--- config.mk ---
export PLATFORM = sky130hd
export DESIGN_NAME = video_capture_block_dma
export DESIGN_NICKNAME = d
export VERILOG_FILES = /design/src/rtl/vcbd_pkg.sv /design/src/rtl/vcbd_store.sv /design/src/rtl/vcbd_ctrl.sv /design/src/rtl/video_capture_block_dma.sv
export SDC_FILE = /design/constraint.sdc
export NUM_CORES = 2
export LEC_CHECK = 0
export ABC_AREA = 1
export BUFFER_PORTS_ARGS = -buffer_cell sky130_fd_sc_hd__buf_2
export CORE_MARGIN = 1.5
export CORE_UTILIZATION = 50
export DETAILED_ROUTE_END_ITERATION = 16
export PLACE_DENSITY = 0.64
export SYNTH_ARGS = -nofsm -noshare
export SYNTH_HDL_FRONTEND = slang
export SYNTH_SLANG_ARGS = --single-unit
export TNS_END_PERCENT = 20
--- constraint.sdc ---
create_clock -name i_clk -period 10.4 [get_ports i_clk]
set_clock_uncertainty 0.05 [all_clocks]
set_input_delay 0.52 -clock i_clk [delete_from_list [all_inputs] [get_ports i_clk]]
set_output_delay 0.52 -clock i_clk [all_outputs]
set_load 0.05 [all_outputs]
--- src/rtl/vcbd_pkg.sv ---
`default_nettype none
// ----------------------------------------------------------------------------
// vcbd_pkg
// Shared types, codes and constants of the video capture block DMA.
// ----------------------------------------------------------------------------
package vcbd_pkg;

    // Default geometry of the capture ring
    localparam int WORDS_PER_BLOCK_DEF = 16;
    localparam int BLOCKS_DEF          = 2;

    // Field widths
    localparam int ADDR_W    = 32;
    localparam int WORD_W    = 32;
    localparam int FBYTES_W  = 24;
    localparam int PIXEL_W   = 8;
    localparam int CFG_IDX_W = 2;

    // Register reset values
    localparam logic [ADDR_W-1:0]   DEST_ADDR_RST   = 32'h0000_0000;
    localparam logic [FBYTES_W-1:0] FRAME_BYTES_RST = 24'h04_B000;
    localparam logic [ADDR_W-1:0]   RAM_END_RST     = 32'hFFFF_FFFF;

    // Request kinds carried on the slave tuser
    typedef enum logic [1:0] {
        REQ_PIXEL = 2'd0,
        REQ_ARM   = 2'd1,
        REQ_DRAIN = 2'd2
    } t_req;

    // Configuration register indexes
    typedef enum logic [CFG_IDX_W-1:0] {
        CFG_DEST_ADDR   = 2'd0,
        CFG_FRAME_BYTES = 2'd1,
        CFG_RAM_END     = 2'd2
    } t_cfg_idx;

    // Register file contents handed to the controller
    typedef struct packed {
        logic [ADDR_W-1:0]   dest_addr;
        logic [FBYTES_W-1:0] frame_bytes;
        logic [ADDR_W-1:0]   ram_end;
    } t_cfg;

endpackage
`default_nettype wire

--- src/rtl/vcbd_store.sv ---
`default_nettype none
// ----------------------------------------------------------------------------
// vcbd_store
// Word store of the capture ring: one write port, one registered read port.
// ----------------------------------------------------------------------------
module vcbd_store #(
    parameter int DEPTH = 32
) (
    input  wire logic                     i_clk,
    input  wire logic                     i_wr_en,
    input  wire logic [$clog2(DEPTH)-1:0] i_wr_addr,
    input  wire logic [31:0]              i_wr_data,
    input  wire logic                     i_rd_en,
    input  wire logic [$clog2(DEPTH)-1:0] i_rd_addr,
    output logic      [31:0]              o_rd_data
);
    import vcbd_pkg::*;

    logic [WORD_W-1:0] r_mem [DEPTH];
    logic [WORD_W-1:0] r_rd_data;

    // Write port
    always_ff @(posedge i_clk) begin
        if (i_wr_en) begin
            r_mem[i_wr_addr] <= i_wr_data;
        end
    end

    // Read port, data held until the next read
    always_ff @(posedge i_clk) begin
        if (i_rd_en) begin
            r_rd_data <= r_mem[i_rd_addr];
        end
    end

    assign o_rd_data = r_rd_data;

endmodule
`default_nettype wire

--- src/rtl/vcbd_ctrl.sv ---
`default_nettype none
// ----------------------------------------------------------------------------
// vcbd_ctrl
// Pixel packing, arm handling, ring pointers and burst read-out of the store.
// ----------------------------------------------------------------------------
module vcbd_ctrl #(
    parameter int WORDS_PER_BLOCK = 16,
    parameter int BLOCKS          = 2
) (
    input  wire logic                                      i_clk,
    input  wire logic                                      i_rst_n,
    input  wire vcbd_pkg::t_cfg                            i_cfg,
    // request stream
    input  wire logic                                      i_s_tvalid,
    output logic                                           o_s_tready,
    input  wire logic [15:0]                               i_s_tdata,
    input  wire logic [1:0]                                i_s_tuser,
    // write stream
    output logic                                           o_m_tvalid,
    input  wire logic                                      i_m_tready,
    output logic      [63:0]                               o_m_tdata,
    output logic                                           o_m_tlast,
    output logic                                           o_m_tuser,
    // store ports
    output logic                                           o_wr_en,
    output logic [$clog2(WORDS_PER_BLOCK*BLOCKS)-1:0]      o_wr_addr,
    output logic [31:0]                                    o_wr_data,
    output logic                                           o_rd_en,
    output logic [$clog2(WORDS_PER_BLOCK*BLOCKS)-1:0]      o_rd_addr,
    input  wire logic [31:0]                               i_rd_data
);
    import vcbd_pkg::*;

    localparam int STORE_WORDS = WORDS_PER_BLOCK * BLOCKS;
    localparam int AW          = $clog2(STORE_WORDS);
    localparam int BW          = $clog2(BLOCKS);
    localparam int CW          = (WORDS_PER_BLOCK > 1) ? $clog2(WORDS_PER_BLOCK) : 1;
    localparam int LW          = $clog2(WORDS_PER_BLOCK + 1);
    localparam logic [ADDR_W-1:0] BURST_BYTES = ADDR_W'(4 * WORDS_PER_BLOCK);
    localparam logic [AW-1:0] LAST_WORD  = AW'(STORE_WORDS - 1);
    localparam logic [AW-1:0] BLOCK_STEP = AW'(WORDS_PER_BLOCK);
    localparam logic [BW-1:0] LAST_BLOCK = BW'(BLOCKS - 1);
    localparam logic [CW-1:0] LAST_WIB   = CW'(WORDS_PER_BLOCK - 1);
    localparam logic [LW-1:0] BURST_LEN  = LW'(WORDS_PER_BLOCK);

    typedef enum logic {
        ST_IDLE,
        ST_BURST
    } t_state;

    // Control state
    t_state              r_state,        n_state;
    logic [1:0]          r_lane,         n_lane;
    logic [AW-1:0]       r_fill_word,    n_fill_word;
    logic [CW-1:0]       r_fill_wib,     n_fill_wib;
    logic [BW-1:0]       r_fill_block,   n_fill_block;
    logic [BW-1:0]       r_drain_block,  n_drain_block;
    logic [AW-1:0]       r_drain_base,   n_drain_base;
    logic                r_armed,        n_armed;
    logic                r_need,         n_need;
    logic                r_started,      n_started;
    logic                r_frame_active, n_frame_active;
    logic [ADDR_W-1:0]   r_next_addr,    n_next_addr;
    logic [ADDR_W-1:0]   r_frame_start,  n_frame_start;
    logic [LW-1:0]       r_rd_left,      n_rd_left;
    logic                r_rd_pend,      n_rd_pend;
    logic                r_out_valid,    n_out_valid;
    // Payload
    logic [23:0]         r_asm,          n_asm;
    logic [AW-1:0]       r_rd_ptr,       n_rd_ptr;
    logic [ADDR_W-1:0]   r_rd_addr,      n_rd_addr;
    logic [ADDR_W-1:0]   r_pend_addr,    n_pend_addr;
    logic                r_pend_last,    n_pend_last;
    logic                r_burst_done,   n_burst_done;
    logic [ADDR_W-1:0]   r_out_addr,     n_out_addr;
    logic [WORD_W-1:0]   r_out_data,     n_out_data;
    logic                r_out_last,     n_out_last;
    logic                r_out_done,     n_out_done;

    // Request decode
    logic               accept, is_pix, is_arm, is_drn;
    logic               fv, lv;
    logic [PIXEL_W-1:0] px;
    logic               fa_upd, armed_upd, arm_take;
    logic               need_a, started_a;
    logic [ADDR_W-1:0]  na_a, fs_a, next_end, span;
    logic [ADDR_W:0]    end_sum;
    logic               drain_go, done;
    logic               load_out, issue;

    assign fv = i_s_tdata[0];
    assign lv = i_s_tdata[1];
    assign px = i_s_tdata[9:2];

    assign accept = i_s_tvalid && (r_state == ST_IDLE);
    assign is_pix = accept && (i_s_tuser == REQ_PIXEL);
    assign is_arm = accept && (i_s_tuser == REQ_ARM);
    assign is_drn = accept && (i_s_tuser == REQ_DRAIN);

    // Arm check sees the frame flag and arm request of this transaction
    assign fa_upd    = is_pix ? fv : r_frame_active;
    assign armed_upd = is_arm ? 1'b1 : r_armed;
    assign arm_take  = (is_pix || is_arm || is_drn) && armed_upd && r_need && !fa_upd;
    assign need_a    = arm_take ? 1'b0 : r_need;
    assign started_a = arm_take || r_started;
    assign na_a      = arm_take ? i_cfg.dest_addr : r_next_addr;
    assign fs_a      = arm_take ? i_cfg.dest_addr : r_frame_start;

    // Drain decision and completion test
    assign drain_go = is_drn && started_a && !need_a && (r_drain_block != r_fill_block);
    assign next_end = na_a + BURST_BYTES;
    assign end_sum  = {1'b0, next_end} + {1'b0, BURST_BYTES};
    assign span     = next_end - fs_a;
    assign done     = (end_sum > {1'b0, i_cfg.ram_end}) ||
                      (span >= {{(ADDR_W-FBYTES_W){1'b0}}, i_cfg.frame_bytes});

    // Burst read pipeline: store read, then output register
    assign load_out = r_rd_pend && (!r_out_valid || i_m_tready);
    assign issue    = (r_state == ST_BURST) && (r_rd_left != '0) && (!r_rd_pend || load_out);

    // Store access
    assign o_wr_en   = is_pix && fv && lv && (r_lane == 2'd3);
    assign o_wr_addr = r_fill_word;
    assign o_wr_data = {px, r_asm};
    assign o_rd_en   = issue;
    assign o_rd_addr = r_rd_ptr;

    // Next state
    always_comb begin
        n_state        = r_state;
        n_lane         = r_lane;
        n_fill_word    = r_fill_word;
        n_fill_wib     = r_fill_wib;
        n_fill_block   = r_fill_block;
        n_drain_block  = r_drain_block;
        n_drain_base   = r_drain_base;
        n_armed        = armed_upd;
        n_need         = need_a;
        n_started      = started_a;
        n_frame_active = fa_upd;
        n_next_addr    = na_a;
        n_frame_start  = fs_a;
        n_rd_left      = r_rd_left;
        n_rd_pend      = r_rd_pend;
        n_out_valid    = r_out_valid;
        n_asm          = r_asm;
        n_rd_ptr       = r_rd_ptr;
        n_rd_addr      = r_rd_addr;
        n_pend_addr    = r_pend_addr;
        n_pend_last    = r_pend_last;
        n_burst_done   = r_burst_done;
        n_out_addr     = r_out_addr;
        n_out_data     = r_out_data;
        n_out_last     = r_out_last;
        n_out_done     = r_out_done;

        // Pixel packing, first pixel in the lowest byte
        if (is_pix && fv && lv) begin
            n_lane = r_lane + 2'd1;
            case (r_lane)
                2'd0:    n_asm[7:0]   = px;
                2'd1:    n_asm[15:8]  = px;
                2'd2:    n_asm[23:16] = px;
                default: begin
                    n_fill_word = (r_fill_word == LAST_WORD) ? '0 : r_fill_word + AW'(1);
                    if (r_fill_wib == LAST_WIB) begin
                        n_fill_wib   = '0;
                        n_fill_block = (r_fill_block == LAST_BLOCK) ? '0
                                                                    : r_fill_block + BW'(1);
                    end else begin
                        n_fill_wib = r_fill_wib + CW'(1);
                    end
                end
            endcase
        end

        // Drain start: advance ring and frame address
        if (drain_go) begin
            n_state       = ST_BURST;
            n_rd_ptr      = r_drain_base;
            n_rd_addr     = na_a;
            n_rd_left     = BURST_LEN;
            n_burst_done  = done;
            n_next_addr   = next_end;
            n_drain_block = (r_drain_block == LAST_BLOCK) ? '0 : r_drain_block + BW'(1);
            n_drain_base  = (r_drain_block == LAST_BLOCK) ? '0 : r_drain_base + BLOCK_STEP;
            if (done) begin
                n_need  = 1'b1;
                n_armed = 1'b0;
            end
        end

        // Output register
        if (load_out) begin
            n_out_valid = 1'b1;
            n_out_addr  = r_pend_addr;
            n_out_data  = i_rd_data;
            n_out_last  = r_pend_last;
            n_out_done  = r_pend_last && r_burst_done;
            n_rd_pend   = 1'b0;
        end else if (r_out_valid && i_m_tready) begin
            n_out_valid = 1'b0;
        end

        // Store read issue
        if (issue) begin
            n_rd_pend   = 1'b1;
            n_pend_addr = r_rd_addr;
            n_pend_last = (r_rd_left == LW'(1));
            n_rd_ptr    = r_rd_ptr + AW'(1);
            n_rd_addr   = r_rd_addr + ADDR_W'(4);
            n_rd_left   = r_rd_left - LW'(1);
        end

        // Burst ends when its last word is taken
        if (r_out_valid && i_m_tready && r_out_last) begin
            n_state = ST_IDLE;
        end
    end

    // State and registered outputs
    always_ff @(posedge i_clk) begin
        if (!i_rst_n) begin
            r_state        <= ST_IDLE;
            r_lane         <= '0;
            r_fill_word    <= '0;
            r_fill_wib     <= '0;
            r_fill_block   <= '0;
            r_drain_block  <= '0;
            r_drain_base   <= '0;
            r_armed        <= 1'b0;
            r_need         <= 1'b1;
            r_started      <= 1'b0;
            r_frame_active <= 1'b0;
            r_next_addr    <= '0;
            r_frame_start  <= '0;
            r_rd_left      <= '0;
            r_rd_pend      <= 1'b0;
            r_out_valid    <= 1'b0;
        end else begin
            r_state        <= n_state;
            r_lane         <= n_lane;
            r_fill_word    <= n_fill_word;
            r_fill_wib     <= n_fill_wib;
            r_fill_block   <= n_fill_block;
            r_drain_block  <= n_drain_block;
            r_drain_base   <= n_drain_base;
            r_armed        <= n_armed;
            r_need         <= n_need;
            r_started      <= n_started;
            r_frame_active <= n_frame_active;
            r_next_addr    <= n_next_addr;
            r_frame_start  <= n_frame_start;
            r_rd_left      <= n_rd_left;
            r_rd_pend      <= n_rd_pend;
            r_out_valid    <= n_out_valid;
        end
        r_asm        <= n_asm;
        r_rd_ptr     <= n_rd_ptr;
        r_rd_addr    <= n_rd_addr;
        r_pend_addr  <= n_pend_addr;
        r_pend_last  <= n_pend_last;
        r_burst_done <= n_burst_done;
        r_out_addr   <= n_out_addr;
        r_out_data   <= n_out_data;
        r_out_last   <= n_out_last;
        r_out_done   <= n_out_done;
    end

    assign o_s_tready = (r_state == ST_IDLE);
    assign o_m_tvalid = r_out_valid;
    assign o_m_tdata  = {r_out_data, r_out_addr};
    assign o_m_tlast  = r_out_last;
    assign o_m_tuser  = r_out_done;

endmodule
`default_nettype wire

--- src/rtl/video_capture_block_dma.sv ---
`default_nettype none
// ----------------------------------------------------------------------------
// video_capture_block_dma
// Video capture DMA: packs pixels into a ring of word blocks held in a
// store memory and drains filled blocks as bursts of word writes.
// ----------------------------------------------------------------------------
// Pixel and arm transactions leave tready high.
// A drain transaction that finds a filled block starts a burst of
// WORDS_PER_BLOCK words, read by the single store read port into the
// output register: one word per cycle while the write stream is not stalled.
// Requests are held off until the last word of the burst is taken.
// Reset is synchronous, active low; the store is not cleared.
module video_capture_block_dma #(
    parameter int WORDS_PER_BLOCK = vcbd_pkg::WORDS_PER_BLOCK_DEF,
    parameter int BLOCKS          = vcbd_pkg::BLOCKS_DEF
) (
    input  wire logic        i_clk,
    input  wire logic        i_rst_n,
    // configuration writes
    input  wire logic        i_cfg_valid,
    output logic             o_cfg_ready,
    input  wire logic [1:0]  i_cfg_index,
    input  wire logic [31:0] i_cfg_data,
    // requests
    input  wire logic        i_s_axis_tvalid,
    output logic             o_s_axis_tready,
    input  wire logic [15:0] i_s_axis_tdata,  // fval[0], lval[1], pixel[9:2]
    input  wire logic [1:0]  i_s_axis_tuser,  // req_type[1:0]
    // memory writes
    output logic             o_m_axis_tvalid,
    input  wire logic        i_m_axis_tready,
    output logic      [63:0] o_m_axis_tdata,  // wr_addr[31:0], wr_data[63:32]
    output logic             o_m_axis_tlast,  // last
    output logic             o_m_axis_tuser   // frame_done[0]
);
    import vcbd_pkg::*;

    localparam int STORE_WORDS = WORDS_PER_BLOCK * BLOCKS;
    localparam int AW          = $clog2(STORE_WORDS);

    logic [ADDR_W-1:0]   r_dest_addr;
    logic [FBYTES_W-1:0] r_frame_bytes;
    logic [ADDR_W-1:0]   r_ram_end;
    t_cfg                cfg;

    logic              wr_en, rd_en;
    logic [AW-1:0]     wr_addr, rd_addr;
    logic [WORD_W-1:0] wr_data, rd_data;

    // Configuration registers
    always_ff @(posedge i_clk) begin
        if (!i_rst_n) begin
            r_dest_addr   <= DEST_ADDR_RST;
            r_frame_bytes <= FRAME_BYTES_RST;
            r_ram_end     <= RAM_END_RST;
        end else if (i_cfg_valid) begin
            case (i_cfg_index)
                CFG_DEST_ADDR:   r_dest_addr   <= i_cfg_data;
                CFG_FRAME_BYTES: r_frame_bytes <= i_cfg_data[FBYTES_W-1:0];
                CFG_RAM_END:     r_ram_end     <= i_cfg_data;
                default:         ;
            endcase
        end
    end

    assign o_cfg_ready     = 1'b1;
    assign cfg.dest_addr   = r_dest_addr;
    assign cfg.frame_bytes = r_frame_bytes;
    assign cfg.ram_end     = r_ram_end;

    vcbd_ctrl #(
        .WORDS_PER_BLOCK (WORDS_PER_BLOCK),
        .BLOCKS          (BLOCKS)
    ) u_ctrl (
        .i_clk      (i_clk),
        .i_rst_n    (i_rst_n),
        .i_cfg      (cfg),
        .i_s_tvalid (i_s_axis_tvalid),
        .o_s_tready (o_s_axis_tready),
        .i_s_tdata  (i_s_axis_tdata),
        .i_s_tuser  (i_s_axis_tuser),
        .o_m_tvalid (o_m_axis_tvalid),
        .i_m_tready (i_m_axis_tready),
        .o_m_tdata  (o_m_axis_tdata),
        .o_m_tlast  (o_m_axis_tlast),
        .o_m_tuser  (o_m_axis_tuser),
        .o_wr_en    (wr_en),
        .o_wr_addr  (wr_addr),
        .o_wr_data  (wr_data),
        .o_rd_en    (rd_en),
        .o_rd_addr  (rd_addr),
        .i_rd_data  (rd_data)
    );

    vcbd_store #(
        .DEPTH (STORE_WORDS)
    ) u_store (
        .i_clk     (i_clk),
        .i_wr_en   (wr_en),
        .i_wr_addr (wr_addr),
        .i_wr_data (wr_data),
        .i_rd_en   (rd_en),
        .i_rd_addr (rd_addr),
        .o_rd_data (rd_data)
    );

endmodule
`default_nettype wire

==> flow_metrics.py <==
metrics = {
    "sta": {
        "tightest_slew_ns": 1.15,
        "rsz0062_at_grt": "no",
        "min_period_over_period": 0.634,
        "setup_viol": 0,
        "setup_tns_ns": 0,
        "finalHoldViolations": 0,
        "min_period_ns": 6.60,
        "fin_ws_ns": 3.80,
        "fmax_mhz": 152,
        "relSlewSlack": 0.234,
        "drv_slew": 0,
    },
    "placed_design": {
        "io_buffers": 118,
        "dpl.hpwl_um": 88600,
        "place_congestion": 0.887,
        "dp_slack_ns": 3.66,
    },
    "flow_run": {
        "drv_cap": 0,
    },
    "synth": {
        "postSynthAreaPerCell_um2": 11.8,
        "syn_nets": 5074,
        "synthDistinctLibCells": 58,
        "synthesis.area_um2": 58000,
        "ys_ff_latch": 1395,
        "synth_edf_count": 1217,
        "ys_warn_count": 0,
        "synth.yosys.seq_area_share": 0.691,
        "synth_async_sr_flop_share": 0,
        "synthCells": 4913,
        "synth_ff_type": "edfxtp_1",
    },
    "cts": {
        "insertion_delay_ns": 0.76,
        "cts.clk_slew.worst_paths_ns": 0.06,
        "clock-root-buffer": "clkbuf_16",
        "cts.sinks": 1395,
        "cts_tree": "yes",
        "htree_levels": 4,
        "clock_path_buffers": 3,
        "cts_setup_buffers": 0,
        "cts_buffers": 145,
    },
    "cells_and_area": {
        "largest_reg_flops": 1024,
        "area_delta_synth_final_pct": 12.2,
        "largest_register": "u_store.r_mem",
        "drive_gt1_frac": 0.109,
        "fin_nets": 5163,
    },
    "grt": {
        "grtUsageMet2": 0.413,
        "grtUsageMet3": 0.0406,
        "grtUsageTotal": 0.266,
        "grt_pass1_vias": 36600,
        "grt_pass1_wl_um": 232000,
        "busiest_layer": "met2",
        "grt.overflow.total": 0,
        "antenna_found_initial": 3,
        "grtUsageMet1": 0.387,
        "grt_max_degree": 170,
    },
    "pwr": {
        "p_comb_frac": 0.035,
        "leakagePower_nw": 23.2,
        "internal_power_w": 0.00910,
        "seq_power_share": 0.525,
        "switching_share": 0.211,
        "p_clk_frac": 0.440,
        "vdd_ir_drop_max_mv": 0.145,
        "power_density_nw_per_um2": 177,
        "switchingPower_w": 0.00243,
    },
    "routing": {
        "wire_per_inst_um": 23.9,
        "firstDrtPassIters": 6,
        "ant_nets": 0,
        "vias": 39300,
        "vias_per_cell": 5.92,
        "drt-total-wl_um": 158000,
        "drc": 0,
        "drt_iter0_drc": 4499,
    },
    "die": {
        "ios": 126,
        "rows": 124,
        "start_util": 0.506,
        "coreArea_um2": 115000,
        "die_h_um": 344,
        "die_area_um2": 118000,
        "dieWidth_um": 344,
    },
    "setup_path": {
        "crit_slowest_cell": "buf_4",
        "setup.worst_path.start_class": "flop",
        "cp_max_fo": 47,
        "arrival_ns": 7.01,
        "critPathMaxStageDelay_ns": 0.59,
        "crit_type": "reg2reg",
        "cp_common_cell": "nand2_1",
        "cp-end-kind": "flop",
        "required_ns": 10.81,
    },
    "worst_hold_path": {
        "hold_path_class": "in2reg",
    },
    "run_status": {
        "outcome": "complete, no violations",
    },
}
## Yosys cell counts (all sizes together), types with 2 or more instances
library cell	number	area [um^2]
o21bai	5	37.5
o21ai	711	3600
a21o	4	30.0
dfxtp	178	3560
o22ai	168	1050
a32oi	27	236
edfxtp	1217	36500
nand3	112	581
nand4	25	163
a21boi	21	158
inv	272	1020
a211oi	6	45.0
xor2	55	489
buf	21	148
o221ai	75	657
o21a	2	15.0
a21oi	181	906
ha	103	1290
clkbuf	252	947
nor4	5	31.3
a221oi	36	315
xnor2	17	149
mux2i	4	40.0
a31oi	24	150
nor2	849	3320
nor3	46	240
clkinv	5	23.8
or2	4	25.0
nand2	435	1820
nand3b	5	50.1
o211ai	40	300
## worst paths after layout
path	start	endpoint	depth (start not counted)	slack, ns
worst max-delay path	u_ctrl.r_state	u_ctrl.r_burst_done	32	3.80
worst min-delay path	i_cfg_data[18]	r_ram_end[18]	3	0.04
worst max register to register	u_ctrl.r_state	u_ctrl.r_burst_done	32	3.80
worst min register to register	u_store.o_rd_data[31]	u_ctrl.r_out_data[31]	0	0.37
## critical path: cells and delay by family (launching register included)
family,cells,cell delay [ns]
XOR/XNOR,1,0.23
AO/OA/AOI/OAI,7,1.49
adder cells (fa/ha/maj),3,0.76
buffers and inverters,3,0.75
AND/OR/NAND/NOR,18,2.64
flip-flops,1,0.34
## metal layers
metal | vias to the layer above | wire length, um
li1 | 18000 | -
met1 | 19400 | 68400
met2 | 1630 | 72600
met3 | 272 | 13000
met4 | 2 | 4280
met5 | - | 10
## through the flow
stage	utilization	total power (W)	hold WS, ns	instance area, um^2	instances
6_report	0.568	0.0115	0.0360	65100	6629
3_5_place_dp	0.526	0.00656	0.355	60300	6346
4_1_cts	0.568	0.0116	0.000842	65100	6627
5_1_grt	0.568	0.0118	0.0150	65100	6627
2_1_floorplan	-	0.00644	0.350	58000	4913
3_3_place_gp	0.526	0.00655	0.352	60300	6346
## placed cells by master (no fill, tap or decap), types with 54 or more instances in the layout
cell,netlist,layout
o21ai_0,695,695
buf_2,0,117
nor2_1,821,790
nand2_2,54,54
a21oi_1,181,180
o221ai_1,75,75
nand2_1,374,374
xor2_1,54,54
clkbuf_16,0,150
o22ai_1,168,168
nand3_1,108,108
edfxtp_1,1217,1217
ha_1,103,103
dfxtp_1,178,178
buf_4,4,77
inv_1,258,253
## repair_timing
item / CTS / global route
resized for setup: 0 / 0
hold endpoints to repair: 38 / 0
hold buffers: 21 / 0
## logic make-up after synthesis
| group | share of synthesized area |
|---|---|
| flip-flops | 0.691 |
| AO/OA/AOI/OAI | 0.130 |
| buffers and inverters | 0.0369 |
| multiplexers | 0.000690 |
| adder cells (fa/ha/maj) | 0.0226 |
| AND/OR/NAND/NOR | 0.108 |
| XOR/XNOR | 0.0110 |
| other | 0.0000646 |
## cell type report
type | count | area, um^2
clock buffers | 190 | 3930
flip-flops and latches | 1395 | 40100
well taps | 1512 | 1890
repair buffers | 215 | 1370
inverters | 277 | 1060
diodes | 2 | 5.00
clock inverters | 70 | 678
multi-input cells | 2968 | 16000
fillers | 9378 | 49600
## power groups by stage
| stage | Sequential, W | Clock (W) | Combinational (W) |
|---|---|---|---|
| global route | 0.00605 | 0.00533 | 0.000455 |
| global placement | 0.00617 | 0 | 0.000386 |
| detailed placement | 0.00617 | 0 | 0.000392 |
| CTS | 0.00605 | 0.00513 | 0.000401 |
| floorplan | 0.00617 | 0 | 0.000271 |
| finish | 0.00605 | 0.00507 | 0.000406 |
Note: power is estimated with default switching activity, not from simulation.
